$ cat src/rtl/core/bmx_pkg.sv
// Package for the blend xorshift FNV mixer: item and state types, op codes,
// constants and the arithmetic helpers shared by the datapath and top level.
// Depends on nothing.
package bmx_pkg;

    // Fixed field widths.
    localparam int ACC_W   = 64;
    localparam int LEVEL_W = 32;
    localparam int PHASE_W = 6;
    localparam int FLAG_W  = 2;
    localparam int BYTE_W  = 8;
    localparam int CFG_DW  = 64;
    localparam int CFG_AW  = 4;

    // Default phase modulus.
    localparam int PHASE_MODULUS_DEF = 42;

    // Mixing constants.
    localparam logic [ACC_W-1:0]   FNV_PRIME   = 64'h0000_0100_0000_01B3;
    localparam logic [LEVEL_W-1:0] LEVEL_INIT  = 32'h0000_8000;
    localparam logic [LEVEL_W-1:0] CLOSE_LIMIT = 32'h0000_0800;
    localparam int                 XS_SHL_A    = 13;
    localparam int                 XS_SHR      = 7;
    localparam int                 XS_SHL_B    = 17;
    localparam int                 PHASE_ADV_W = 5;

    // Register map.
    localparam logic [CFG_AW-1:0] ADDR_SEED = 4'h0;

    // Flag codes.
    localparam logic [FLAG_W-1:0] FLAG_NONE  = 2'd0;
    localparam logic [FLAG_W-1:0] FLAG_CLOSE = 2'd1;
    localparam logic [FLAG_W-1:0] FLAG_APART = 2'd2;

    typedef enum logic [1:0] {
        OP_STEP     = 2'd0,
        OP_COLLAPSE = 2'd1,
        OP_INJECT   = 2'd2,
        OP_RESTART  = 2'd3
    } t_op;

    // One input item as held in the input register.
    typedef struct packed {
        logic [1:0]                op;
        logic signed [LEVEL_W-1:0] coherence_in;
        logic signed [LEVEL_W-1:0] entropy_in;
        logic [BYTE_W-1:0]         data_byte;
        logic                      last;
    } t_item;

    // Full mixer state, which is also the result item.
    typedef struct packed {
        logic [ACC_W-1:0]          acc;
        logic [PHASE_W-1:0]        phase;
        logic signed [LEVEL_W-1:0] coherence;
        logic signed [LEVEL_W-1:0] entropy;
        logic [FLAG_W-1:0]         flag;
    } t_state;

    // Blend (3*cur + in) modulo 2^32, then arithmetic shift right by two.
    function automatic logic [LEVEL_W-1:0] blend_level(
        input logic [LEVEL_W-1:0] cur,
        input logic [LEVEL_W-1:0] lvl_in
    );
        logic [LEVEL_W-1:0] t;
        t = {cur[LEVEL_W-2:0], 1'b0} + cur + lvl_in;
        return {t[LEVEL_W-1], t[LEVEL_W-1], t[LEVEL_W-1:2]};
    endfunction

    // Multiply by the FNV prime (2^40 + 0x1B3) modulo 2^64 with shifts and adds.
    function automatic logic [ACC_W-1:0] fnv_mul(input logic [ACC_W-1:0] a);
        logic [ACC_W-1:0] lo;
        lo = (a << 8) + (a << 7) + (a << 5) + (a << 4) + (a << 1) + a;
        return (a << 40) + lo;
    endfunction

    // State after reset or restart.
    function automatic t_state init_state(input logic [ACC_W-1:0] seed);
        t_state s;
        s.acc       = seed ^ FNV_PRIME;
        s.phase     = '0;
        s.coherence = LEVEL_INIT;
        s.entropy   = LEVEL_INIT;
        s.flag      = FLAG_NONE;
        return s;
    endfunction

endpackage

$ cat src/rtl/core/bmx_in_if.sv
// Input channel of the mixer: valid/ready handshake with one input item.
// Depends on bmx_pkg for field widths.
interface bmx_in_if;
    import bmx_pkg::*;

    logic                      valid;
    logic                      ready;
    logic [1:0]                op;
    logic signed [LEVEL_W-1:0] coherence_in;
    logic signed [LEVEL_W-1:0] entropy_in;
    logic [BYTE_W-1:0]         data_byte;
    logic                      last;

    modport source (
        output valid, op, coherence_in, entropy_in, data_byte, last,
        input  ready
    );
    modport sink (
        input  valid, op, coherence_in, entropy_in, data_byte, last,
        output ready
    );
endinterface

$ cat src/rtl/core/bmx_out_if.sv
// Result channel of the mixer: valid/ready handshake with the full state.
// Depends on bmx_pkg for field widths.
interface bmx_out_if;
    import bmx_pkg::*;

    logic                      valid;
    logic                      ready;
    logic [ACC_W-1:0]          accumulator;
    logic [PHASE_W-1:0]        phase;
    logic signed [LEVEL_W-1:0] coherence;
    logic signed [LEVEL_W-1:0] entropy;
    logic [FLAG_W-1:0]         flag;

    modport source (
        output valid, accumulator, phase, coherence, entropy, flag,
        input  ready
    );
    modport sink (
        input  valid, accumulator, phase, coherence, entropy, flag,
        output ready
    );
endinterface

$ cat src/rtl/core/bmx_cfg.sv
// APB-style configuration port holding the 64-bit seed register.
// Depends on bmx_pkg for the register map and widths.
module bmx_cfg (
    input  logic                        i_clk,
    input  logic                        i_rst_n,
    input  logic                        psel,
    input  logic                        penable,
    input  logic                        pwrite,
    input  logic [bmx_pkg::CFG_AW-1:0]  paddr,
    input  logic [bmx_pkg::CFG_DW-1:0]  pwdata,
    output logic [bmx_pkg::CFG_DW-1:0]  prdata,
    output logic                        pready,
    output logic [bmx_pkg::ACC_W-1:0]   o_seed
);
    import bmx_pkg::*;

    logic [ACC_W-1:0] r_seed;
    logic             wr_seed;

    // Write strobe in the access phase of a write to the seed address.
    assign pready  = 1'b1;
    assign wr_seed = psel && penable && pwrite && (paddr == ADDR_SEED);

    always_ff @(posedge i_clk) begin
        if (!i_rst_n) begin
            r_seed <= '0;
        end else if (wr_seed) begin
            r_seed <= pwdata;
        end
    end

    // Read back the seed; other addresses read as zero.
    assign prdata = (paddr == ADDR_SEED) ? r_seed : '0;
    assign o_seed = r_seed;
endmodule

$ cat src/rtl/core/bmx_in_reg.sv
// Input register of the mixer: captures one item and holds it until the
// result register can take its outcome. Depends on bmx_pkg and bmx_in_if.
module bmx_in_reg (
    input  logic           i_clk,
    input  logic           i_rst_n,
    bmx_in_if.sink         i_in,
    input  logic           i_advance,
    output logic           o_valid,
    output bmx_pkg::t_item o_item
);
    import bmx_pkg::*;

    logic  r_valid;
    t_item r_item;
    logic  accept;

    // The register frees up in the same cycle its item moves on.
    assign i_in.ready = !r_valid || i_advance;
    assign accept     = i_in.valid && i_in.ready;

    always_ff @(posedge i_clk) begin
        if (!i_rst_n) begin
            r_valid <= 1'b0;
        end else begin
            r_valid <= accept || (r_valid && !i_advance);
        end
    end

    // Payload carries no reset.
    always_ff @(posedge i_clk) begin
        if (accept) begin
            r_item.op           <= i_in.op;
            r_item.coherence_in <= i_in.coherence_in;
            r_item.entropy_in   <= i_in.entropy_in;
            r_item.data_byte    <= i_in.data_byte;
            r_item.last         <= i_in.last;
        end
    end

    assign o_valid = r_valid;
    assign o_item  = r_item;
endmodule

$ cat src/rtl/core/bmx_mix.sv
// Next-state logic of the mixer: step, collapse, inject and restart applied
// to the current state. Depends on bmx_pkg for types, codes and helpers.
module bmx_mix #(
    parameter int PHASE_MODULUS = bmx_pkg::PHASE_MODULUS_DEF
) (
    input  bmx_pkg::t_item             i_item,
    input  bmx_pkg::t_state            i_state,
    input  logic [bmx_pkg::ACC_W-1:0]  i_seed,
    output bmx_pkg::t_state            o_state
);
    import bmx_pkg::*;

    localparam logic [PHASE_W:0]   MOD_EXT  = (PHASE_W + 1)'(PHASE_MODULUS);
    localparam logic [PHASE_W-1:0] MOD_LAST = PHASE_W'(PHASE_MODULUS - 1);

    logic [LEVEL_W-1:0] coh_blend;
    logic [LEVEL_W-1:0] ent_blend;
    logic [ACC_W-1:0]   xs_a;
    logic [ACC_W-1:0]   xs_b;
    logic [ACC_W-1:0]   xs_c;
    logic [ACC_W-1:0]   step_acc;
    logic [PHASE_W-1:0] step_phase;
    logic [LEVEL_W:0]   diff;
    logic [LEVEL_W:0]   diff_abs;
    logic [LEVEL_W-1:0] delta;
    logic [FLAG_W-1:0]  col_flag;
    logic [ACC_W-1:0]   col_acc;
    logic [ACC_W-1:0]   inj_acc;
    logic [PHASE_W:0]   inj_sum;
    logic [PHASE_W-1:0] inj_phase;

    // Step: blend both levels, bump the phase, xorshift then fold in levels.
    always_comb begin
        coh_blend  = blend_level(i_state.coherence, i_item.coherence_in);
        ent_blend  = blend_level(i_state.entropy, i_item.entropy_in);
        step_phase = (i_state.phase == MOD_LAST) ? '0 : i_state.phase + 1'b1;
        xs_a       = i_state.acc ^ (i_state.acc << XS_SHL_A);
        xs_b       = xs_a ^ (xs_a >> XS_SHR);
        xs_c       = xs_b ^ (xs_b << XS_SHL_B);
        step_acc   = (xs_c ^ {{(ACC_W-LEVEL_W){1'b0}}, coh_blend})
                   + {{(ACC_W-LEVEL_W){1'b0}}, ent_blend};
    end

    // Collapse: absolute level difference, compared against the close limit.
    always_comb begin
        diff     = {i_state.coherence[LEVEL_W-1], i_state.coherence}
                 - {i_state.entropy[LEVEL_W-1], i_state.entropy};
        diff_abs = diff[LEVEL_W] ? (~diff + 1'b1) : diff;
        delta    = diff_abs[LEVEL_W-1:0];
        col_flag = (delta <= CLOSE_LIMIT) ? FLAG_CLOSE : FLAG_APART;
        col_acc  = i_state.acc
                 ^ {{(ACC_W-LEVEL_W-16){1'b0}}, delta, 16'h0000}
                 ^ {{(ACC_W-FLAG_W){1'b0}}, col_flag};
    end

    // Inject: one FNV-1a byte; the last byte advances the phase by the new acc[4:0], modulo the phase modulus.
    always_comb begin
        inj_acc = fnv_mul(i_state.acc ^ {{(ACC_W-BYTE_W){1'b0}}, i_item.data_byte});
        inj_sum = {1'b0, i_state.phase}
                + {{(PHASE_W+1-PHASE_ADV_W){1'b0}}, inj_acc[PHASE_ADV_W-1:0]};
        if (inj_sum >= MOD_EXT) begin
            inj_sum = inj_sum - MOD_EXT;
        end
        inj_phase = i_item.last ? inj_sum[PHASE_W-1:0] : i_state.phase;
    end

    // Select the outcome of the item's op.
    always_comb begin
        o_state = i_state;
        unique case (t_op'(i_item.op))
            OP_STEP: begin
                o_state.acc       = step_acc;
                o_state.phase     = step_phase;
                o_state.coherence = coh_blend;
                o_state.entropy   = ent_blend;
            end
            OP_COLLAPSE: begin
                o_state.acc  = col_acc;
                o_state.flag = col_flag;
            end
            OP_INJECT: begin
                o_state.acc   = inj_acc;
                o_state.phase = inj_phase;
            end
            OP_RESTART: begin
                o_state = init_state(i_seed);
            end
        endcase
    end
endmodule

$ cat src/rtl/core/blend_xorshift_fnv_mixer_core.sv
// Blend xorshift FNV mixer top level: input register, next-state logic and a
// result register that is also the mixer state.
// An accepted item passes through the input register, then into the result register.
// Throughput: one item per cycle while results are taken; the state loop closes
// through the result register alone. Reset (synchronous, active low) empties both
// registers, loads the state from a zero seed and clears the seed register.
module blend_xorshift_fnv_mixer_core #(
    parameter int PHASE_MODULUS = bmx_pkg::PHASE_MODULUS_DEF
) (
    input  logic                        i_clk,
    input  logic                        i_rst_n,
    bmx_in_if.sink                      i_in,
    bmx_out_if.source                   o_out,
    input  logic                        psel,
    input  logic                        penable,
    input  logic                        pwrite,
    input  logic [bmx_pkg::CFG_AW-1:0]  paddr,
    input  logic [bmx_pkg::CFG_DW-1:0]  pwdata,
    output logic [bmx_pkg::CFG_DW-1:0]  prdata,
    output logic                        pready
);
    import bmx_pkg::*;

    logic       [ACC_W-1:0] seed;
    logic                   item_valid;
    t_item                  item;
    logic                   advance;
    t_state                 r_state;
    t_state                 n_state;
    logic                   r_out_valid;

    bmx_cfg u_cfg (
        .i_clk   (i_clk),
        .i_rst_n (i_rst_n),
        .psel    (psel),
        .penable (penable),
        .pwrite  (pwrite),
        .paddr   (paddr),
        .pwdata  (pwdata),
        .prdata  (prdata),
        .pready  (pready),
        .o_seed  (seed)
    );

    bmx_in_reg u_in_reg (
        .i_clk     (i_clk),
        .i_rst_n   (i_rst_n),
        .i_in      (i_in),
        .i_advance (advance),
        .o_valid   (item_valid),
        .o_item    (item)
    );

    bmx_mix #(
        .PHASE_MODULUS (PHASE_MODULUS)
    ) u_mix (
        .i_item  (item),
        .i_state (r_state),
        .i_seed  (seed),
        .o_state (n_state)
    );

    // An item moves on when the result register is empty or being drained.
    assign advance = item_valid && (!r_out_valid || o_out.ready);

    // The result register holds the mixer state and changes only on advance.
    always_ff @(posedge i_clk) begin
        if (!i_rst_n) begin
            r_state     <= init_state('0);
            r_out_valid <= 1'b0;
        end else begin
            if (advance) begin
                r_state <= n_state;
            end
            r_out_valid <= advance || (r_out_valid && !o_out.ready);
        end
    end

    assign o_out.valid       = r_out_valid;
    assign o_out.accumulator = r_state.acc;
    assign o_out.phase       = r_state.phase;
    assign o_out.coherence   = r_state.coherence;
    assign o_out.entropy     = r_state.entropy;
    assign o_out.flag        = r_state.flag;
endmodule

$ cat src/flat_wrapper.sv
// flat-port wrapper written by rule: the top's interface ports become plain ports
module blend_xorshift_fnv_mixer_core_flat import bmx_pkg::*;
#(
    parameter int PHASE_MODULUS = bmx_pkg::PHASE_MODULUS_DEF
)
  (i_clk, i_rst_n, psel, penable, pwrite, paddr, pwdata, prdata, pready, i_in_valid, i_in_op, i_in_coherence_in, i_in_entropy_in, i_in_data_byte, i_in_last, i_in_ready, o_out_valid, o_out_accumulator, o_out_phase, o_out_coherence, o_out_entropy, o_out_flag, o_out_ready);
  bmx_in_if i_in_i ();
  bmx_out_if o_out_i ();
  input  logic i_clk;
  input  logic i_rst_n;
  input  logic psel;
  input  logic penable;
  input  logic pwrite;
  input  logic [bmx_pkg::CFG_AW-1:0] paddr;
  input  logic [bmx_pkg::CFG_DW-1:0] pwdata;
  output logic [bmx_pkg::CFG_DW-1:0] prdata;
  output logic pready;
  input wire logic [$bits(i_in_i.valid)-1:0] i_in_valid;
  input wire logic [$bits(i_in_i.op)-1:0] i_in_op;
  input wire logic [$bits(i_in_i.coherence_in)-1:0] i_in_coherence_in;
  input wire logic [$bits(i_in_i.entropy_in)-1:0] i_in_entropy_in;
  input wire logic [$bits(i_in_i.data_byte)-1:0] i_in_data_byte;
  input wire logic [$bits(i_in_i.last)-1:0] i_in_last;
  output wire logic [$bits(i_in_i.ready)-1:0] i_in_ready;
  output wire logic [$bits(o_out_i.valid)-1:0] o_out_valid;
  output wire logic [$bits(o_out_i.accumulator)-1:0] o_out_accumulator;
  output wire logic [$bits(o_out_i.phase)-1:0] o_out_phase;
  output wire logic [$bits(o_out_i.coherence)-1:0] o_out_coherence;
  output wire logic [$bits(o_out_i.entropy)-1:0] o_out_entropy;
  output wire logic [$bits(o_out_i.flag)-1:0] o_out_flag;
  input wire logic [$bits(o_out_i.ready)-1:0] o_out_ready;
  assign i_in_i.valid = i_in_valid;
  assign i_in_i.op = i_in_op;
  assign i_in_i.coherence_in = i_in_coherence_in;
  assign i_in_i.entropy_in = i_in_entropy_in;
  assign i_in_i.data_byte = i_in_data_byte;
  assign i_in_i.last = i_in_last;
  assign i_in_ready = i_in_i.ready;
  assign o_out_valid = o_out_i.valid;
  assign o_out_accumulator = o_out_i.accumulator;
  assign o_out_phase = o_out_i.phase;
  assign o_out_coherence = o_out_i.coherence;
  assign o_out_entropy = o_out_i.entropy;
  assign o_out_flag = o_out_i.flag;
  assign o_out_i.ready = o_out_ready;
  blend_xorshift_fnv_mixer_core #(.PHASE_MODULUS(PHASE_MODULUS)) u_core (.i_clk(i_clk), .i_rst_n(i_rst_n), .i_in(i_in_i), .o_out(o_out_i), .psel(psel), .penable(penable), .pwrite(pwrite), .paddr(paddr), .pwdata(pwdata), .prdata(prdata), .pready(pready));
endmodule
$ cat config.mk
export PLATFORM = sky130hd
export DESIGN_NAME = blend_xorshift_fnv_mixer_core_flat
export DESIGN_NICKNAME = d
export VERILOG_FILES = /design/src/rtl/core/bmx_pkg.sv /design/src/rtl/core/bmx_in_if.sv /design/src/rtl/core/bmx_out_if.sv /design/src/rtl/core/bmx_cfg.sv /design/src/rtl/core/bmx_in_reg.sv /design/src/rtl/core/bmx_mix.sv /design/src/rtl/core/blend_xorshift_fnv_mixer_core.sv /design/src/flat_wrapper.sv
export SDC_FILE = /design/constraint.sdc
export NUM_CORES = 2
export LEC_CHECK = 0
export BUFFER_PORTS_ARGS = -buffer_cell sky130_fd_sc_hd__buf_4
export CORE_ASPECT_RATIO = 1.2
export CORE_MARGIN = 5
export CORE_UTILIZATION = 38
export DETAILED_ROUTE_END_ITERATION = 10
export HOLD_SLACK_MARGIN = 0.12
export PLACE_DENSITY_LB_ADDON = 0.1
export SETUP_SLACK_MARGIN = 0.05
export SLEW_MARGIN = 20
export SYNTH_ARGS = -nofsm -noshare
export SYNTH_HDL_FRONTEND = slang
export SYNTH_SLANG_ARGS = --single-unit
$ cat constraint.sdc
create_clock -name i_clk -period 16.5 [get_ports i_clk]
set_input_delay 3.3 -clock i_clk [delete_from_list [all_inputs] [get_ports i_clk]]
set_output_delay 3.3 -clock i_clk [all_outputs]
set_load 0.02 [all_outputs]
==> impl_metrics.csv <==
group,metric,value,unit
outcome,status,"finished clean",
final_layout,syn2layout_area_growth,16.0,%
yosys,synth_fp_nets,4317,
timing,worst_pin_slew,1.11,ns
timing,final_max_slew_viol_count,0,
yosys,synth_most_common_cell,"nand2_1",
placed_design,post-dp-hpwl,96800,um
clock_tree,cts_root_buf,"clkbuf_16",
yosys,synth_area_leaders,"fa_1, dfxtp_1, ha_1, xnor2_1, edfxtp_1",
floorplan,die_w,275,um
yosys,ys.flop_type,"dfxtp_1",
final_layout,n_antenna_cell,0,
yosys,synth_common_cells,"nand2_1, fa_1, xnor2_1, a21oi_1, inv_1",
power,p_leak,0.0167,uW
yosys,netlist_area,0.0320,mm2
timing,finalClockSkew,0.0293,ns
critical_path,critPathRequiredTime,13.20,ns
worst_hold_path,hp-class,"flop to flop",
critical_path,path_class,"primary input to output pin",
critical_path,crit_buf_inv,3,
clock_tree,cts_sinks,273,
yosys,seq_area_frac_synth,0.194,
floorplan,core,0.0836,mm2
clock_tree,post-cts-setup-buffer-count,0,
global_routing,grt_max_degree,77,
critical_path,critPathMaxFanout,66,
yosys,yosysTopAreaCellShare,0.196,
timing,rsz0062_at_grt,"false",
floorplan,pin_count,353,
drt,drtPass1Iterations,5,
yosys,ys_ff_latch,273,
clock_tree,cts_tree,"built",
clock_tree,cts_resized,0,
drt,drc,0,
yosys,yosysUniqueCellTypes,93,
final_layout,instances_no_fill,5045,
yosys,synthCells,3610,
global_routing,grt_pass1_vias,28400,
clock_tree,cts.clk_slew.worst_paths,0.06,ns
critical_path,path_delay_family,"buffers and inverters",
timing,fmax,126,MHz
final_layout,fillers,8461,
clock_tree,ctsHoldBuffers,0,
floorplan,start_util,0.383,
final_layout,drive_gt1_frac,0.128,
floorplan,die_area,0.0902,mm2
placed_design,io_buffer_count,351,
critical_path,cp.arrival,4.61,ns
final_layout,nNetsFinal,4602,
global_routing,overflow,0,
timing,tns,0,ns
placed_design,globalplace.congestion,0.984,
clock_tree,cts_made_buffers,37,
drt,vias_per_cell,5.53,
global_routing,grt_usage,0.259,
critical_path,cpMaxStageDelayCell,"buf_4",
yosys,synth_enable_flop_cells,75,
timing,max_slew_margin,0.260,
critical_path,crit_top_cell,"buf_4",
power,ir_drop,101,uV
yosys,synthArstFlopShare,0,
clock_tree,h-tree-depth,2,
timing,hold_violations,0,
timing,fin_crit_sh,0.480,
clock_tree,ctsLongestPathBuffers,3,
drt,drt-total-wl,119000,um
drt,ant_nets,0,
placed_design,dp.cells,4977,
yosys,synth_top_cell_by_area,"fa_1",
critical_path,crit_path_start_kind,"primary input",
global_routing,grt_pass1_wl,179000,um
drt,drt-initial-drc-count,1804,
timing,setup_viol,0,
drt,vias,27900,
critical_path,slowest_delay,0.50,ns
drt,wire_per_inst,23.6,um
global_routing,antenna_found_initial,2,
clock_tree,clock_latency,0.60,ns
critical_path,setup.worst_path.end_class,"output pin",
critical_path,crit_chain,"buf_4 > nor4_2 > buf_4 > and2_1 > buf_4",
floorplan,fp.dieH,328,um
floorplan,rows,116,
power,powerDensity,211,mW/mm2
yosys,ys.warnings.count,0,
yosys,syn_avg_cell_area,8.87,um2
timing,timing.final.crit_period,7.91,ns
run,max_cap_violations,0,
==> metrics by stage <==
step	hold WS (ns)	area, um2	util	total power (uW)	setup WS (ns)
4_1_cts	0.494	37200	0.444	7810	8.58
5_1_grt	0.505	37200	0.445	8500	8.27
6_report	0.486	37200	0.445	7830	8.59
2_1_floorplan	0.442	32000	-	5200	8.81
3_3_place_gp	0.477	35900	0.429	6940	8.64
3_5_place_dp	0.485	35900	0.430	6910	8.59
==> layout by cell type, fill, tap and decap left out, drive strengths merged, types with 79 or more instances in the layout <==
cell type and n:
xor2 147, xnor2 310, nand2 319, and2 79, dfxtp 198, a21oi 289, buf 411, nor2 239
inv 253, ha 243, a21o 110, o21ai 147, fa 314
==> path summary, 6_finish.rpt <==
| check | from | end | slack (ns) | cells after the start |
|---|---|---|---|---|
| worst max-delay path | paddr[1] | prdata[59] | 8.59 | 5 |
| worst min-delay path | u_core.u_cfg.o_seed[58] | u_core.u_cfg.o_seed[58] | 0.49 | 2 |
| worst max register to register | u_core.o_out.coherence[1] | u_core.o_out.accumulator[57] | 8.75 | 25 |
| worst min register to register | u_core.u_cfg.o_seed[58] | u_core.u_cfg.o_seed[58] | 0.49 | 2 |
==> per-layer routing <==
metal  up-vias  part of all wire  GRT usage
met3       170             0.056     0.0368
met4         0             0.038     0.0868
li1      13200                 -          -
met5         -                 0          0
met1     13700              0.42      0.339
met2       854              0.48      0.441
==> worst register-to-register path, cell delays in order, from the launching register on <==
cell and delay, ns:
dfxtp_1 0.49, fa_1 0.49, ha_1 0.29, a41o_1 0.22, a21oi_1 0.22, o21bai_1 0.12
a221o_1 0.38, o21ai_0 0.53, a21oi_1 0.26, a21oi_1 0.37, o21ai_0 0.26, o221a_2 0.37
o41ai_1 0.34, xnor2_1 0.26, xnor2_1 0.13, ha_1 0.38, a21o_1 0.20, a21o_1 0.19
a21oi_1 0.27, nand4_1 0.13, o211ai_1 0.58, or2_0 0.60, nor3b_1 0.14, xor2_1 0.18
o221ai_1 0.15, nor2_1 0.05
==> registers in the layout (all words and copies together) (netlist names) <==
signal,flops
u_core.o_out.phase,6
u_core.o_out.flag,2
u_core.u_cfg.o_seed,64
u_core.o_out.valid,1
u_core.o_out.accumulator,64
u_core.o_out.coherence,30
u_core.u_in_reg.o_item,75
u_core.o_out.entropy,30
u_core.u_in_reg.o_valid,1
==> layout make-up <==
| type | count | area, um2 | share of cell area |
|---|---|---|---|
| Clock buffer | 55 | 1060 | 0.0287 |
| Inverter | 251 | 945 | 0.0254 |
| Timing Repair Buffer | 411 | 3090 | 0.0831 |
| Clock inverter | 13 | 171 | 0.00461 |
| Multi-Input combinational cell | 2921 | 24300 | 0.653 |
| Tap cell | 1121 | 1400 | 0.0377 |
| Sequential cell | 273 | 6220 | 0.167 |
==> power breakdown <==
| part | total, uW | switching [uW] | internal, uW |
|---|---|---|---|
| Combinational | 6110 | 3740 | 2370 |
| Sequential | 870 | 135 | 735 |
| Clock | 844 | 347 | 497 |
==> cells by family after synthesis <==
group	Yosys count	synth area share
AOI/OAI and AO/OA	941	0.194
xor gates and xnor gates	458	0.126
adders and majority gates	557	0.291
buffers and inverters	416	0.0496
DFF	273	0.194
muxes	9	0.00289
other	1	0.000117
and+or+nand+nor	955	0.142
Note: power is estimated with default switching activity, not from simulation.
